File: src/hdl/assert_macros.svh
// Assertion macros shared by the sequencer RTL.
// Plain text macros, no other dependencies.
`ifndef ASSERT_MACROS_SVH
`define ASSERT_MACROS_SVH

// Same-cycle implication under asynchronous active-low reset
`define LCWS_ASSERT_IMPLY(label, clk, rst_n, cond, expr, msg) \
  label: assert property (@(posedge clk) disable iff (!rst_n) (cond) |-> (expr)) \
    else $error(msg);

// Next-cycle implication under asynchronous active-low reset
`define LCWS_ASSERT_NEXT(label, clk, rst_n, cond, expr, msg) \
  label: assert property (@(posedge clk) disable iff (!rst_n) (cond) |=> (expr)) \
    else $error(msg);

`endif

File: src/hdl/lcws_pkg.sv
// Package for the LED color-wipe sequencer: sizes, constants, divider ops
// and the command/status structs between controller and datapath. No dependencies.
package lcws_pkg;

  // Field widths
  localparam int unsigned TIME_W  = 16;
  localparam int unsigned IDX_W   = 6;
  localparam int unsigned LEVEL_W = 8;
  localparam int unsigned POS_W   = 8;

  // Strip geometry and brightness range
  localparam int unsigned LED_COUNT = 16;
  localparam int unsigned LEVEL_MAX = 255;

  // Timing constants
  localparam int unsigned SYNC_SPAN = 60000;
  localparam int unsigned SWEEP_DIV = 2000;
  localparam int unsigned TICK_MS   = 10;

  // Derived sizes
  localparam int unsigned TICK_MAX = (SYNC_SPAN - 1) / TICK_MS;
  localparam int unsigned TICK_W   = $clog2(TICK_MAX + 1);
  localparam int unsigned SWEEP_K  = LED_COUNT * LEVEL_MAX;
  localparam int unsigned K_W      = $clog2(SWEEP_K + 1);
  localparam int unsigned PROD_W   = $clog2(SWEEP_K * TICK_MAX + 1);
  localparam int unsigned DIV_W    = (PROD_W > TIME_W) ? PROD_W : TIME_W;
  localparam int unsigned DVS_W    = $clog2(SWEEP_DIV + 1);

  // Reciprocal divides: q = (x * RECIP) >> SH is exact for every x below 2**N
  // when SH = N + clog2(divisor) and RECIP = ceil(2**SH / divisor)
  localparam int unsigned TICK_SH  = TIME_W + $clog2(TICK_MS);
  localparam int unsigned SWEEP_SH = PROD_W + $clog2(SWEEP_DIV);
  localparam int unsigned LEVEL_SH = TIME_W + $clog2(LEVEL_MAX);
  localparam longint unsigned TICK_RECIP  = ((64'd1 << TICK_SH) + TICK_MS - 1) / TICK_MS;
  localparam longint unsigned SWEEP_RECIP = ((64'd1 << SWEEP_SH) + SWEEP_DIV - 1) / SWEEP_DIV;
  localparam longint unsigned LEVEL_RECIP = ((64'd1 << LEVEL_SH) + LEVEL_MAX - 1) / LEVEL_MAX;
  localparam int unsigned REC_W    = DIV_W + 1;
  localparam int unsigned SH_W     = $clog2(DIV_W + DVS_W + 1);

  // Operations of the shared divider
  typedef enum logic [1:0] {
    DIV_OP_TICK,
    DIV_OP_SWEEP,
    DIV_OP_LEVEL
  } div_op_e;

  // Controller to datapath
  typedef struct packed {
    logic    load_in;
    logic    adjust;
    logic    div_start;
    div_op_e div_op;
    logic    tick_take;
    logic    plan;
    logic    emit_all;
    logic    emit_fill;
    logic    emit_last;
  } dp_cmd_t;

  // Datapath to controller
  typedef struct packed {
    logic div_done;
    logic tick_repeat;
    logic need_all;
    logic fill_more;
    logic out_free;
  } dp_sts_t;

endpackage

File: src/hdl/lcws_in_if.sv
// Input channel of the sequencer: valid/ready and the millisecond time.
// Depends on lcws_pkg.
interface lcws_in_if;
  logic                         valid;
  logic                         ready;
  logic [lcws_pkg::TIME_W-1:0]  now_ms;

  modport source (output valid, output now_ms, input ready);
  modport sink   (input valid, input now_ms, output ready);
endinterface

File: src/hdl/lcws_out_if.sv
// Output channel of the sequencer: valid/ready and one LED write command.
// Depends on lcws_pkg.
interface lcws_out_if;
  logic                          valid;
  logic                          ready;
  logic                          write_all;
  logic [lcws_pkg::IDX_W-1:0]    led_index;
  logic [lcws_pkg::LEVEL_W-1:0]  red_level;
  logic [lcws_pkg::LEVEL_W-1:0]  green_level;
  logic [lcws_pkg::LEVEL_W-1:0]  blue_level;
  logic                          last_write;

  modport source (output valid, output write_all, output led_index, output red_level,
                  output green_level, output blue_level, output last_write, input ready);
  modport sink   (input valid, input write_all, input led_index, input red_level,
                  input green_level, input blue_level, input last_write, output ready);
endinterface

File: src/hdl/led_color_wipe_sequencer_core.sv
// Channel   Dir  Payload
// in_i      in   now_ms (16 b free-running milliseconds)
// out_o     out  write_all, led_index, red/green/blue_level, last_write
//
// After a request with a new tick the first write follows the divides and planning, and
// each further write is offered as soon as the output register is free; the block returns
// to idle after the last of n writes (1 to LED_COUNT + 1). A repeated tick writes nothing.
// A new tick takes three reciprocal divides (tick, sweep, level), then the writes.
// rst_ni clears the sync point, tick and position history and all control state.
// A stalled output holds the write in the output register and pauses the sequence.
// Depends on lcws_pkg, lcws_in_if, lcws_out_if, lcws_ctrl, lcws_dp, assert_macros.svh.
`include "assert_macros.svh"

module led_color_wipe_sequencer_core (
  input  logic         clk_i,
  input  logic         rst_ni,
  lcws_in_if.sink      in_i,
  lcws_out_if.source   out_o
);
  import lcws_pkg::*;

  dp_cmd_t cmd;
  dp_sts_t sts;
  logic    in_ready;

  assign in_i.ready = in_ready;

  lcws_ctrl u_ctrl (
    .clk_i      (clk_i),
    .rst_ni     (rst_ni),
    .in_valid_i (in_i.valid),
    .in_ready_o (in_ready),
    .sts_i      (sts),
    .cmd_o      (cmd)
  );

  lcws_dp u_dp (
    .clk_i         (clk_i),
    .rst_ni        (rst_ni),
    .in_now_ms_i   (in_i.now_ms),
    .cmd_i         (cmd),
    .sts_o         (sts),
    .out_valid_o   (out_o.valid),
    .out_ready_i   (out_o.ready),
    .write_all_o   (out_o.write_all),
    .led_index_o   (out_o.led_index),
    .red_level_o   (out_o.red_level),
    .green_level_o (out_o.green_level),
    .blue_level_o  (out_o.blue_level),
    .last_write_o  (out_o.last_write)
  );

  // Sequence checks
  `LCWS_ASSERT_NEXT(a_busy_after_request, clk_i, rst_ni, in_i.valid && in_ready, !in_ready, "input ready right after a request")
  `LCWS_ASSERT_IMPLY(a_one_write_kind, clk_i, rst_ni, 1'b1, ($onehot0({cmd.emit_all, cmd.emit_fill, cmd.emit_last})), "several write kinds at once")
  `LCWS_ASSERT_IMPLY(a_write_needs_slot, clk_i, rst_ni, cmd.emit_all || cmd.emit_fill || cmd.emit_last, sts.out_free, "write issued into a full output register")
  `LCWS_ASSERT_NEXT(a_last_frees_input, clk_i, rst_ni, cmd.emit_last, in_ready, "input not ready after the final write")

endmodule

File: src/hdl/lcws_div.sv
// Divider by one of three constants through reciprocal multiplication.
// Depends on lcws_pkg.
module lcws_div (
  input  logic                         clk_i,
  input  logic                         rst_ni,
  input  logic                         start_i,
  input  lcws_pkg::div_op_e            op_i,
  input  logic [lcws_pkg::DIV_W-1:0]   dividend_i,
  output logic                         done_o,
  output logic [lcws_pkg::DIV_W-1:0]   quotient_o,
  output logic [lcws_pkg::DVS_W-1:0]   remainder_o
);
  import lcws_pkg::*;

  localparam int unsigned MUL_W  = DIV_W + REC_W;
  localparam int unsigned BACK_W = DIV_W + DVS_W;

  logic                 stage1_q;
  logic                 stage2_q;
  logic                 done_q;
  logic [DIV_W-1:0]     opnd_q;
  logic [REC_W-1:0]     recip_q;
  logic [SH_W-1:0]      shift_q;
  logic [DVS_W-1:0]     dvs_q;
  logic [DIV_W-1:0]     quo_q;
  logic [DVS_W-1:0]     rem_q;

  logic [REC_W-1:0]     load_recip;
  logic [SH_W-1:0]      load_shift;
  logic [DVS_W-1:0]     load_dvs;
  logic [MUL_W-1:0]     mul_prod;
  logic [MUL_W-1:0]     mul_shr;
  logic [BACK_W-1:0]    back_prod;
  logic [DIV_W-1:0]     rem_full;

  // Select reciprocal, shift and divisor
  always_comb begin
    case (op_i)
      DIV_OP_TICK: begin
        load_recip = REC_W'(TICK_RECIP);
        load_shift = SH_W'(TICK_SH);
        load_dvs   = DVS_W'(TICK_MS);
      end
      DIV_OP_SWEEP: begin
        load_recip = REC_W'(SWEEP_RECIP);
        load_shift = SH_W'(SWEEP_SH);
        load_dvs   = DVS_W'(SWEEP_DIV);
      end
      DIV_OP_LEVEL: begin
        load_recip = REC_W'(LEVEL_RECIP);
        load_shift = SH_W'(LEVEL_SH);
        load_dvs   = DVS_W'(LEVEL_MAX);
      end
      default: begin
        load_recip = REC_W'(TICK_RECIP);
        load_shift = SH_W'(TICK_SH);
        load_dvs   = DVS_W'(TICK_MS);
      end
    endcase
  end

  // Quotient from the scaled product, remainder from the quotient
  assign mul_prod  = {{REC_W{1'b0}}, opnd_q} * {{DIV_W{1'b0}}, recip_q};
  assign mul_shr   = mul_prod >> shift_q;
  assign back_prod = {{DVS_W{1'b0}}, quo_q} * {{DIV_W{1'b0}}, dvs_q};
  assign rem_full  = opnd_q - back_prod[DIV_W-1:0];

  // Stage flags and done pulse
  always_ff @(posedge clk_i or negedge rst_ni) begin
    if (!rst_ni) begin
      stage1_q <= 1'b0;
      stage2_q <= 1'b0;
      done_q   <= 1'b0;
    end else begin
      stage1_q <= start_i;
      stage2_q <= stage1_q;
      done_q   <= stage2_q;
    end
  end

  // Operand capture, quotient, then remainder
  always_ff @(posedge clk_i) begin
    if (start_i) begin
      opnd_q  <= dividend_i;
      recip_q <= load_recip;
      shift_q <= load_shift;
      dvs_q   <= load_dvs;
    end
    if (stage1_q) begin
      quo_q <= mul_shr[DIV_W-1:0];
    end
    if (stage2_q) begin
      rem_q <= rem_full[DVS_W-1:0];
    end
  end

  assign done_o      = done_q;
  assign quotient_o  = quo_q;
  assign remainder_o = rem_q;

endmodule

File: src/hdl/lcws_dp.sv
// Datapath: sync point, tick history, sweep arithmetic, wipe planning and output register.
// Depends on lcws_pkg and lcws_div.
module lcws_dp (
  input  logic                          clk_i,
  input  logic                          rst_ni,
  input  logic [lcws_pkg::TIME_W-1:0]   in_now_ms_i,
  input  lcws_pkg::dp_cmd_t             cmd_i,
  output lcws_pkg::dp_sts_t             sts_o,
  output logic                          out_valid_o,
  input  logic                          out_ready_i,
  output logic                          write_all_o,
  output logic [lcws_pkg::IDX_W-1:0]    led_index_o,
  output logic [lcws_pkg::LEVEL_W-1:0]  red_level_o,
  output logic [lcws_pkg::LEVEL_W-1:0]  green_level_o,
  output logic [lcws_pkg::LEVEL_W-1:0]  blue_level_o,
  output logic                          last_write_o
);
  import lcws_pkg::*;

  typedef enum logic [1:0] {
    PH_RED,
    PH_GREEN,
    PH_BLUE
  } phase_e;

  localparam logic [TIME_W-1:0]  SPAN_V = TIME_W'(SYNC_SPAN);
  localparam logic [K_W-1:0]     K_V    = K_W'(SWEEP_K);
  localparam logic [POS_W-1:0]   LC_V   = POS_W'(LED_COUNT);
  localparam logic [POS_W-1:0]   LC2_V  = POS_W'(2 * LED_COUNT);
  localparam logic [LEVEL_W-1:0] MX_V   = LEVEL_W'(LEVEL_MAX);

  // State and control registers
  logic [TIME_W-1:0]  sync_q;
  logic [TICK_W-1:0]  prev_tick_q;
  logic [POS_W-1:0]   prev_pos_q;
  logic               need_all_q;
  logic               out_valid_q;

  // Payload registers
  logic [TIME_W-1:0]  t_q;
  logic [PROD_W-1:0]  prod_q;
  logic [POS_W-1:0]   pos_q;
  logic [LEVEL_W-1:0] sub_q;
  phase_e             phase_q;
  logic [POS_W-1:0]   fill_q;
  logic               write_all_q;
  logic [IDX_W-1:0]   led_index_q;
  logic [LEVEL_W-1:0] red_q;
  logic [LEVEL_W-1:0] green_q;
  logic [LEVEL_W-1:0] blue_q;
  logic               last_q;

  // Divider
  logic [DIV_W-1:0]   div_dividend;
  logic               div_done;
  logic [DIV_W-1:0]   div_quo;
  logic [DVS_W-1:0]   div_rem;

  logic [TICK_W-1:0]       tick;
  logic [K_W+TICK_W-1:0]   mul_full;
  logic [POS_W-1:0]        new_pos;
  logic [LEVEL_W-1:0]      new_sub;
  phase_e                  new_phase;
  logic                    new_need;
  logic [POS_W-1:0]        new_fill;
  logic [POS_W-1:0]        base;
  logic [POS_W-1:0]        fill_rel;
  logic [POS_W-1:0]        pos_rel;
  logic [LEVEL_W-1:0]      inv_sub;
  logic                    any_emit;
  logic                    out_free;

  // Feed the divider from the stage that asked
  always_comb begin
    case (cmd_i.div_op)
      DIV_OP_TICK:  div_dividend = DIV_W'(t_q);
      DIV_OP_SWEEP: div_dividend = DIV_W'(prod_q);
      DIV_OP_LEVEL: div_dividend = DIV_W'(div_quo[TIME_W-1:0]);
      default:      div_dividend = '0;
    endcase
  end

  lcws_div u_div (
    .clk_i       (clk_i),
    .rst_ni      (rst_ni),
    .start_i     (cmd_i.div_start),
    .op_i        (cmd_i.div_op),
    .dividend_i  (div_dividend),
    .done_o      (div_done),
    .quotient_o  (div_quo),
    .remainder_o (div_rem)
  );

  // Tick times sweep scale
  assign tick     = div_quo[TICK_W-1:0];
  assign mul_full = K_V * tick;

  // Choose the wipe phase from the new position
  assign new_pos = div_quo[POS_W-1:0];
  assign new_sub = div_rem[LEVEL_W-1:0];

  always_comb begin
    if (new_pos < LC_V) begin
      new_phase = PH_RED;
      new_need  = (prev_pos_q >= LC_V);
      new_fill  = new_need ? '0 : prev_pos_q;
    end else if (new_pos < LC2_V) begin
      new_phase = PH_GREEN;
      new_need  = (prev_pos_q <= LC_V);
      new_fill  = new_need ? LC_V : prev_pos_q;
    end else begin
      new_phase = PH_BLUE;
      new_need  = (prev_pos_q <= LC2_V);
      new_fill  = new_need ? LC2_V : prev_pos_q;
    end
  end

  always_comb begin
    case (phase_q)
      PH_RED:   base = '0;
      PH_GREEN: base = LC_V;
      PH_BLUE:  base = LC2_V;
      default:  base = '0;
    endcase
  end

  assign fill_rel = fill_q - base;
  assign pos_rel  = pos_q - base;
  assign inv_sub  = MX_V - sub_q;
  assign any_emit = cmd_i.emit_all | cmd_i.emit_fill | cmd_i.emit_last;
  assign out_free = ~out_valid_q | out_ready_i;

  // Sync point, tick history, position history and output valid
  always_ff @(posedge clk_i or negedge rst_ni) begin
    if (!rst_ni) begin
      sync_q      <= '0;
      prev_tick_q <= '0;
      prev_pos_q  <= '0;
      need_all_q  <= 1'b0;
      out_valid_q <= 1'b0;
    end else begin
      if (cmd_i.adjust && (t_q >= SPAN_V)) begin
        sync_q <= sync_q + SPAN_V;
      end
      if (cmd_i.tick_take) begin
        prev_tick_q <= tick;
      end
      if (cmd_i.plan) begin
        need_all_q <= new_need;
      end else if (cmd_i.emit_all) begin
        need_all_q <= 1'b0;
      end
      if (cmd_i.emit_last) begin
        prev_pos_q <= pos_q;
      end
      if (any_emit) begin
        out_valid_q <= 1'b1;
      end else if (out_ready_i) begin
        out_valid_q <= 1'b0;
      end
    end
  end

  // Working values and the write command
  always_ff @(posedge clk_i) begin
    if (cmd_i.load_in) begin
      t_q <= in_now_ms_i - sync_q;
    end else if (cmd_i.adjust && (t_q >= SPAN_V)) begin
      t_q <= t_q - SPAN_V;
    end
    if (cmd_i.tick_take) begin
      prod_q <= mul_full[PROD_W-1:0];
    end
    if (cmd_i.plan) begin
      pos_q   <= new_pos;
      sub_q   <= new_sub;
      phase_q <= new_phase;
      fill_q  <= new_fill;
    end else if (cmd_i.emit_fill) begin
      fill_q <= fill_q + 1'b1;
    end

    // Fill everything with the color of the phase before
    if (cmd_i.emit_all) begin
      write_all_q <= 1'b1;
      led_index_q <= '0;
      last_q      <= 1'b0;
      case (phase_q)
        PH_RED:   begin red_q <= '0;   green_q <= '0;   blue_q <= MX_V; end
        PH_GREEN: begin red_q <= MX_V; green_q <= '0;   blue_q <= '0;   end
        PH_BLUE:  begin red_q <= '0;   green_q <= MX_V; blue_q <= '0;   end
        default:  begin red_q <= '0;   green_q <= '0;   blue_q <= '0;   end
      endcase
    end
    // Passed LED takes the full color of this phase
    if (cmd_i.emit_fill) begin
      write_all_q <= 1'b0;
      led_index_q <= fill_rel[IDX_W-1:0];
      last_q      <= 1'b0;
      case (phase_q)
        PH_RED:   begin red_q <= MX_V; green_q <= '0;   blue_q <= '0;   end
        PH_GREEN: begin red_q <= '0;   green_q <= MX_V; blue_q <= '0;   end
        PH_BLUE:  begin red_q <= '0;   green_q <= '0;   blue_q <= MX_V; end
        default:  begin red_q <= '0;   green_q <= '0;   blue_q <= '0;   end
      endcase
    end
    // Current LED cross-fades from the old color into the new one
    if (cmd_i.emit_last) begin
      write_all_q <= 1'b0;
      led_index_q <= pos_rel[IDX_W-1:0];
      last_q      <= 1'b1;
      case (phase_q)
        PH_RED:   begin red_q <= sub_q;   green_q <= '0;      blue_q <= inv_sub; end
        PH_GREEN: begin red_q <= inv_sub; green_q <= sub_q;   blue_q <= '0;      end
        PH_BLUE:  begin red_q <= '0;      green_q <= inv_sub; blue_q <= sub_q;   end
        default:  begin red_q <= '0;      green_q <= '0;      blue_q <= '0;      end
      endcase
    end
  end

  // Status back to the controller
  assign sts_o.div_done    = div_done;
  assign sts_o.tick_repeat = (tick == prev_tick_q);
  assign sts_o.need_all    = need_all_q;
  assign sts_o.fill_more   = (fill_q < pos_q);
  assign sts_o.out_free    = out_free;

  assign out_valid_o   = out_valid_q;
  assign write_all_o   = write_all_q;
  assign led_index_o   = led_index_q;
  assign red_level_o   = red_q;
  assign green_level_o = green_q;
  assign blue_level_o  = blue_q;
  assign last_write_o  = last_q;

endmodule

File: src/hdl/lcws_ctrl.sv
// Controller: sequences one time request through sync, divides, planning and writes.
// Depends on lcws_pkg.
module lcws_ctrl (
  input  logic                clk_i,
  input  logic                rst_ni,
  input  logic                in_valid_i,
  output logic                in_ready_o,
  input  lcws_pkg::dp_sts_t   sts_i,
  output lcws_pkg::dp_cmd_t   cmd_o
);
  import lcws_pkg::*;

  typedef enum logic [3:0] {
    ST_IDLE,
    ST_ADJUST,
    ST_TICK_GO,
    ST_TICK_WAIT,
    ST_CHECK,
    ST_SWEEP_GO,
    ST_SWEEP_WAIT,
    ST_LEVEL_GO,
    ST_LEVEL_WAIT,
    ST_PLAN,
    ST_EMIT
  } state_e;

  state_e  state_q;
  state_e  state_d;
  dp_cmd_t cmd;

  // Next state and datapath commands
  always_comb begin
    state_d = state_q;
    cmd     = '0;
    cmd.div_op = DIV_OP_TICK;
    case (state_q)
      ST_IDLE: begin
        if (in_valid_i) begin
          cmd.load_in = 1'b1;
          state_d     = ST_ADJUST;
        end
      end
      ST_ADJUST: begin
        cmd.adjust = 1'b1;
        state_d    = ST_TICK_GO;
      end
      ST_TICK_GO: begin
        cmd.div_start = 1'b1;
        cmd.div_op    = DIV_OP_TICK;
        state_d       = ST_TICK_WAIT;
      end
      ST_TICK_WAIT: begin
        if (sts_i.div_done) begin
          state_d = ST_CHECK;
        end
      end
      ST_CHECK: begin
        // Drop a tick already seen
        if (sts_i.tick_repeat) begin
          state_d = ST_IDLE;
        end else begin
          cmd.tick_take = 1'b1;
          state_d       = ST_SWEEP_GO;
        end
      end
      ST_SWEEP_GO: begin
        cmd.div_start = 1'b1;
        cmd.div_op    = DIV_OP_SWEEP;
        state_d       = ST_SWEEP_WAIT;
      end
      ST_SWEEP_WAIT: begin
        if (sts_i.div_done) begin
          state_d = ST_LEVEL_GO;
        end
      end
      ST_LEVEL_GO: begin
        cmd.div_start = 1'b1;
        cmd.div_op    = DIV_OP_LEVEL;
        state_d       = ST_LEVEL_WAIT;
      end
      ST_LEVEL_WAIT: begin
        if (sts_i.div_done) begin
          state_d = ST_PLAN;
        end
      end
      ST_PLAN: begin
        cmd.plan = 1'b1;
        state_d  = ST_EMIT;
      end
      ST_EMIT: begin
        // One write per free output slot: full fill, passed LEDs, then the fading one
        if (sts_i.out_free) begin
          if (sts_i.need_all) begin
            cmd.emit_all = 1'b1;
          end else if (sts_i.fill_more) begin
            cmd.emit_fill = 1'b1;
          end else begin
            cmd.emit_last = 1'b1;
            state_d       = ST_IDLE;
          end
        end
      end
      default: begin
        state_d = ST_IDLE;
      end
    endcase
  end

  // Hold state
  always_ff @(posedge clk_i or negedge rst_ni) begin
    if (!rst_ni) begin
      state_q <= ST_IDLE;
    end else begin
      state_q <= state_d;
    end
  end

  assign cmd_o      = cmd;
  assign in_ready_o = (state_q == ST_IDLE);

endmodule
File: src/flat_wrapper.sv
// flat-port wrapper written by rule: the top's interface ports become plain ports
module led_color_wipe_sequencer_core_flat import lcws_pkg::*;
  (clk_i, rst_ni, in_i_valid, in_i_now_ms, in_i_ready, out_o_valid, out_o_write_all, out_o_led_index, out_o_red_level, out_o_green_level, out_o_blue_level, out_o_last_write, out_o_ready);
  lcws_in_if in_i_i ();
  lcws_out_if out_o_i ();
  input  logic clk_i;
  input  logic rst_ni;
  input wire logic [$bits(in_i_i.valid)-1:0] in_i_valid;
  input wire logic [$bits(in_i_i.now_ms)-1:0] in_i_now_ms;
  output wire logic [$bits(in_i_i.ready)-1:0] in_i_ready;
  output wire logic [$bits(out_o_i.valid)-1:0] out_o_valid;
  output wire logic [$bits(out_o_i.write_all)-1:0] out_o_write_all;
  output wire logic [$bits(out_o_i.led_index)-1:0] out_o_led_index;
  output wire logic [$bits(out_o_i.red_level)-1:0] out_o_red_level;
  output wire logic [$bits(out_o_i.green_level)-1:0] out_o_green_level;
  output wire logic [$bits(out_o_i.blue_level)-1:0] out_o_blue_level;
  output wire logic [$bits(out_o_i.last_write)-1:0] out_o_last_write;
  input wire logic [$bits(out_o_i.ready)-1:0] out_o_ready;
  assign in_i_i.valid = in_i_valid;
  assign in_i_i.now_ms = in_i_now_ms;
  assign in_i_ready = in_i_i.ready;
  assign out_o_valid = out_o_i.valid;
  assign out_o_write_all = out_o_i.write_all;
  assign out_o_led_index = out_o_i.led_index;
  assign out_o_red_level = out_o_i.red_level;
  assign out_o_green_level = out_o_i.green_level;
  assign out_o_blue_level = out_o_i.blue_level;
  assign out_o_last_write = out_o_i.last_write;
  assign out_o_i.ready = out_o_ready;
  led_color_wipe_sequencer_core u_core (.clk_i(clk_i), .rst_ni(rst_ni), .in_i(in_i_i), .out_o(out_o_i));
endmodule
File: config.mk
export PLATFORM = sky130hd
export DESIGN_NAME = led_color_wipe_sequencer_core_flat
export DESIGN_NICKNAME = d
export VERILOG_FILES = /design/src/hdl/lcws_pkg.sv /design/src/hdl/lcws_in_if.sv /design/src/hdl/lcws_out_if.sv /design/src/hdl/led_color_wipe_sequencer_core.sv /design/src/hdl/lcws_div.sv /design/src/hdl/lcws_dp.sv /design/src/hdl/lcws_ctrl.sv /design/src/flat_wrapper.sv
export VERILOG_INCLUDE_DIRS = /design/src /design/src/hdl
export SDC_FILE = /design/constraint.sdc
export NUM_CORES = 2
export LEC_CHECK = 0
export BUFFER_PORTS_ARGS = -buffer_cell sky130_fd_sc_hd__buf_2
export CELL_PAD_IN_SITES_DETAIL_PLACEMENT = 2
export CELL_PAD_IN_SITES_GLOBAL_PLACEMENT = 2
export CORE_MARGIN = 1
export CORE_UTILIZATION = 34
export DETAILED_ROUTE_END_ITERATION = 10
export GPL_TIMING_DRIVEN = 0
export PLACE_DENSITY_LB_ADDON = 0.1
export SLEW_MARGIN = 10
export SYNTH_ARGS = -nofsm -noshare
export SYNTH_HDL_FRONTEND = slang
export SYNTH_SLANG_ARGS = --single-unit
export TNS_END_PERCENT = 5
File: constraint.sdc
create_clock -name clk_i -period 13.6 [get_ports clk_i]
set_input_delay 1.36 -clock clk_i [delete_from_list [all_inputs] [get_ports clk_i]]
set_output_delay 1.36 -clock clk_i [all_outputs]
set_load 0.01 [all_outputs]
# Word-level counts from Yosys, hierarchy flattened
# Cells that the tools add are included.
# totals
out_inout_bits	34
reg_bits	242
wordCells	146
input_bits	20
# classes
n_eq_ne	22
addsub	8
shift	1
n_bitwise	4
n_mul	3
n_lt_le_gt_ge	7
reduce_logical	12
n_mux	62
# ops
cell	count
$mux W8	19
$pmux W25 S3	1
$pmux W26 S2	1
$mul A25 B26 Y51	1
$shr A51 B6 Y25	1
$pmux W8 S2	3
$pmux W4 S11	1
$mux W16	2
$mux W4	7
$mul A25 B11 Y8	1
$pmux W6 S2	2
$pmux W11 S2	1
$mul A8 B13 Y21 const A	1
$mux W6	3
$add A16 B16 Y16 const B	1
$eq A4 B3 Y1 const B	4
$ge A16 B16 Y1 const B	1
$mux W1	16
$sub A16 B16 Y16	1
$sub A16 B16 Y16 const B	1
$ne A2 B2 Y1 const B	7
$eq A13 B13 Y1	1
$eq A4 B4 Y1 const B	3
$sub A6 B6 Y6	2
other kinds (25)	38

# Logic depth before layout (Yosys ltp)
# logic_depth
word_depth	8
depth_mapped	31
depth_no_buf	27

# Modules after synthesis
# From an unflattened synthesis, not the netlist that was laid out.
# hier_totals
cells_unflattened	3021
hier_area_um2	29731.0
# by_module_without_submodules
mod	instances	area_per_inst_um2	cells_per_inst	seq_area_each_um2
lcws_div	1	20335.8	2165	2087.0
lcws_dp	1	8978.6	803	3683.5
lcws_ctrl	1	416.6	53	100.1

# Worst setup path after synthesis
# OpenSTA, ideal clock, no wires.
# synth_timing
kind	register to register
start	register u_core.u_dp.u_div.dvs_q[3] (netlist name)
end	register u_core.u_dp.u_div.quo_q[6] (netlist: u_core.u_dp.u_div.quotient_o[6]) (data pin)
required_ns	13.341
period_less_slack_ns	7.767
arrival_time_ns	7.508
stages_incl_launch_ff	26
path_slack_ns	5.833
setup_ns	0.259
path_cell_list	edfxtp_1 -> clkbuf_1 -> clkbuf_1 -> clkbuf_1 -> clkbuf_1 -> nand2_1 -> fa_1 -> fa_1 -> fa_1 -> fa_1 -> inv_1 -> fa_1 -> fa_1 -> fa_1 -> ha_1 -> buf_2 -> nand3_1 -> nor4_2 -> or3b_1 -> nand4_1 -> a21oi_1 -> o41ai_2 -> xor2_1 -> and4_1 -> a221o_1 -> a211o_1
# synth_lines
element	line	text
end signal, assigned	lcws_div.sv:90	quo_q <= mul_shr[DIV_W-1:0];
end, declared	lcws_div.sv:25	logic [DIV_W-1:0] quo_q;

==> out/metrics.yaml <==
outcome: "completed"
fin_crit_sh: 0.821
synth_fp_nets: 3684
crit_path_end_kind: "flip-flop"
cts_resized: 0
first_iter_violations: 1070
fp.dieArea_sq_um: 83400
synth_area_sq_um: 28000
ys_dominant_reg_cell: "edfxtp_1"
drcViolationCount: 0
dr.pass1.iters: 5
crit_arrival_ns: 11.33
critPathKind: "reg -> reg"
start_util: 0.346
synth-async-reset-ratio: 0.215
drt-total-wl_um: 97900
startpoint_type: "flip-flop"
area_growth_pct: 8.12
finalMaxSlewViolations: 0
vias_per_cell: 5.22
grt_pass1_vias: 24426
max_freq_mhz: 89.6
min_from: "u_core.u_dp.u_div.remainder_o[6]$_DFFE_PP_"
path_clk_slew_ns: 0.09
synth-edff-count: 148
seq_area_frac_synth: 0.197
antenna_found_initial: 2
clockBufferDepth: 2
worst_pin_slew_ns: 1.17
cts_tree: "built"
grt_max_degree: 42
htreeDepth: 4
rsz0062_at_grt: "false"
drive_gt1_frac: 0.0506
design.core.area_sq_um: 80900
avgSynthCellArea_sq_um: 9.59
dp_hpwl_um: 82800
ys_warn_count: 0
final.setup_skew_ns: 0.0157
postCtsSetupRepairBufs: 0
die_h_um: 289
required_ns: 13.76
ios: 54
hold_buffers: 0
fp-row-count: 104
numCtsBuffers: 17
fin_util: 0.374
cts_sinks: 191
finalHoldViolCount: 0
setup_viol: 0
grt_use_total: 0.243
synthCells: 2916
reg2reg_from: "u_core.u_dp.u_div.dvs_q[3]$_SDFFCE_PP1P_"
overflow: 0
vias: 21228
antenna_left: 0
synthDistinctLibCells: 88
ys_ff_latch: 191
place.port_buffers: 53
grt_pass1_wl_um: 152000
cp-startpoint: "u_core.u_dp.u_div.dvs_q[3]$_SDFFCE_PP1P_"
max_cap_violations: 0
place_congestion: 0.891
hp-class: "reg -> reg"
slew_headroom: 0.222
cts_root_buffer: "clkbuf_16"
clk_latency_ns: 0.47
fin_setup_tns_ns: 0
period_needed_ns: 11.17
nets: 3757
die_w_um: 289
wl_per_cell_um: 24.1
cp_max_fo: 10
-- cell families after synthesis --
family	Yosys count	synth area share
AND/OR/NAND/NOR	633	0.110
AO/OA/AOI/OAI	433	0.105
flip-flops	191	0.197
multiplexers	29	0.0113
XOR/XNOR	158	0.0495
buffers and inverters	724	0.0987
adder cells (fa/ha/maj)	748	0.428
-- through the flow --
stage                     area [sq um]  hold slack, ns  cells  setup WS (ns)
after floorplan                  28000           0.400   2916           5.83
after global routing             30200           0.442   4062           2.06
after global placement           29600           0.406   4029           2.58
after CTS                        30200           0.426   4062           2.49
final                            30200           0.425   4063           2.43
after detailed placement         29600           0.405   4030           2.54
-- cells in the final DEF (no fill, tap or decap), types with 12 or more instances in the layout --
cell / netlist / final
xnor2_1: 103 / 103
nand3_1: 37 / 37
nand4_1: 16 / 16
buf_2: 8 / 61
nor2b_1: 18 / 18
dfrtp_1: 41 / 41
clkbuf_16: 0 / 17
fa_1: 349 / 349
clkbuf_1: 78 / 77
mux2i_1: 17 / 17
a211oi_1: 18 / 18
nand2_1: 189 / 189
and2_1: 88 / 88
o21a_1: 14 / 14
a222oi_1: 12 / 12
ha_1: 399 / 399
and3_1: 21 / 21
a21o_1: 43 / 43
o21ai_0: 76 / 75
xor2_1: 55 / 55
o31ai_1: 13 / 13
nor2_1: 150 / 150
o211ai_1: 20 / 20
nand2b_1: 30 / 30
edfxtp_1: 148 / 148
nor3_1: 34 / 33
inv_1: 627 / 627
a21oi_1: 105 / 105
a31oi_1: 15 / 15
-- worst max-delay path, stage by stage, from the launching register on --
cell	delay, ns
edfxtp_1	0.46
clkbuf_1	0.51
clkbuf_1	0.48
clkbuf_1	0.92
clkbuf_1	0.86
nand2_1	0.19
fa_1	0.46
inv_1	0.09
fa_1	0.47
fa_1	0.58
fa_1	0.45
fa_1	0.47
fa_1	0.51
inv_1	0.05
fa_1	0.49
inv_1	0.05
ha_1	0.26
buf_2	0.18
a21oi_1	0.14
o211ai_1	0.32
nand3_1	0.11
o211ai_1	0.61
a211oi_1	0.30
o31ai_1	0.60
xor2_1	0.31
a2111oi_0	0.70
o211ai_1	0.27
-- cell usage after synthesis, types with 12 or more instances --
cell type / instances / area share
a21o_1: 43 / 0.012
nand2b_1: 30 / 0.0067
o21ai_0: 76 / 0.014
inv_1: 627 / 0.084
a21oi_1: 105 / 0.019
o21a_1: 14 / 0.0038
xnor2_1: 103 / 0.032
nor3_1: 34 / 0.0061
dfrtp_1: 41 / 0.037
clkbuf_1: 78 / 0.010
edfxtp_1: 148 / 0.16
mux2i_1: 17 / 0.0061
a31oi_1: 15 / 0.0034
and3_1: 21 / 0.0047
a222oi_1: 12 / 0.0043
ha_1: 399 / 0.18
o31ai_1: 13 / 0.0035
fa_1: 349 / 0.25
and2_1: 88 / 0.020
nand4_1: 16 / 0.0036
nand2_1: 189 / 0.025
nor2b_1: 18 / 0.0040
nor2_1: 150 / 0.020
o211ai_1: 20 / 0.0054
nand3_1: 37 / 0.0066
a211oi_1: 18 / 0.0048
xor2_1: 55 / 0.017
-- layer usage --
layer	up-vias	GRT usage	part of all wire
li1	9660	-	-
met1	11230	0.339	0.48
met2	279	0.409	0.48
met3	59	0.0263	0.029
met4	0	0.0454	0.018
met5	-	0	0
-- path summary, 6_finish.rpt --
kind | endpoint | slack, ns | depth (start not counted)
max | u_core.u_dp.u_div.quotient_o[13]$_DFFE_PP_ | 2.43 | 26
min | u_core.u_dp.sub_q[6]$_DFFE_PP_ | 0.42 | 0
max reg2reg | u_core.u_dp.u_div.quotient_o[13]$_DFFE_PP_ | 2.43 | 26
min reg2reg | u_core.u_dp.sub_q[6]$_DFFE_PP_ | 0.42 | 0
max in group asynchronous | u_core.u_dp.prev_tick_q[7]$_DFFE_PN0P_ | 11.83 | 1
min in group asynchronous | u_core.u_dp.prev_pos_q[2]$_DFFE_PN0P_ | 1.07 | 1
-- state kept, by name, summed over array words and instances (netlist names), 2 cells and up --
name and cells:
u_core.u_dp.red_level_o 8, u_core.u_dp.u_div.remainder_o 8, u_core.u_dp.sync_q 11, u_core.u_dp.blue_level_o 8, u_core.u_dp.u_div.quotient_o 16, u_core.u_dp.sub_q 8, u_core.u_dp.pos_q 8, u_core.u_dp.prod_q 21
u_core.u_dp.led_index_o 6, u_core.u_dp.prev_tick_q 13, u_core.u_dp.fill_q 8, u_core.u_dp.green_level_o 8, u_core.u_ctrl.state_q 4, u_core.u_dp.phase_q 2, u_core.u_dp.u_div.opnd_q 25, u_core.u_dp.u_div.dvs_q 4
u_core.u_dp.t_q 16, u_core.u_dp.prev_pos_q 8
-- final cells by class --
type	instances	area, sq um
clock inverter	15	214
clock buffer	17	425
antenna	1	2.50
buffer	95	402
sequential	191	5510
multi-input combinational	2001	19700
inverter	629	2360
timing repair buffer	54	285
fill	8979	50700
tap	1060	1330
Power is not shown: default switching activity piles up to over one toggle a cycle in this logic, so the estimate is an artifact.
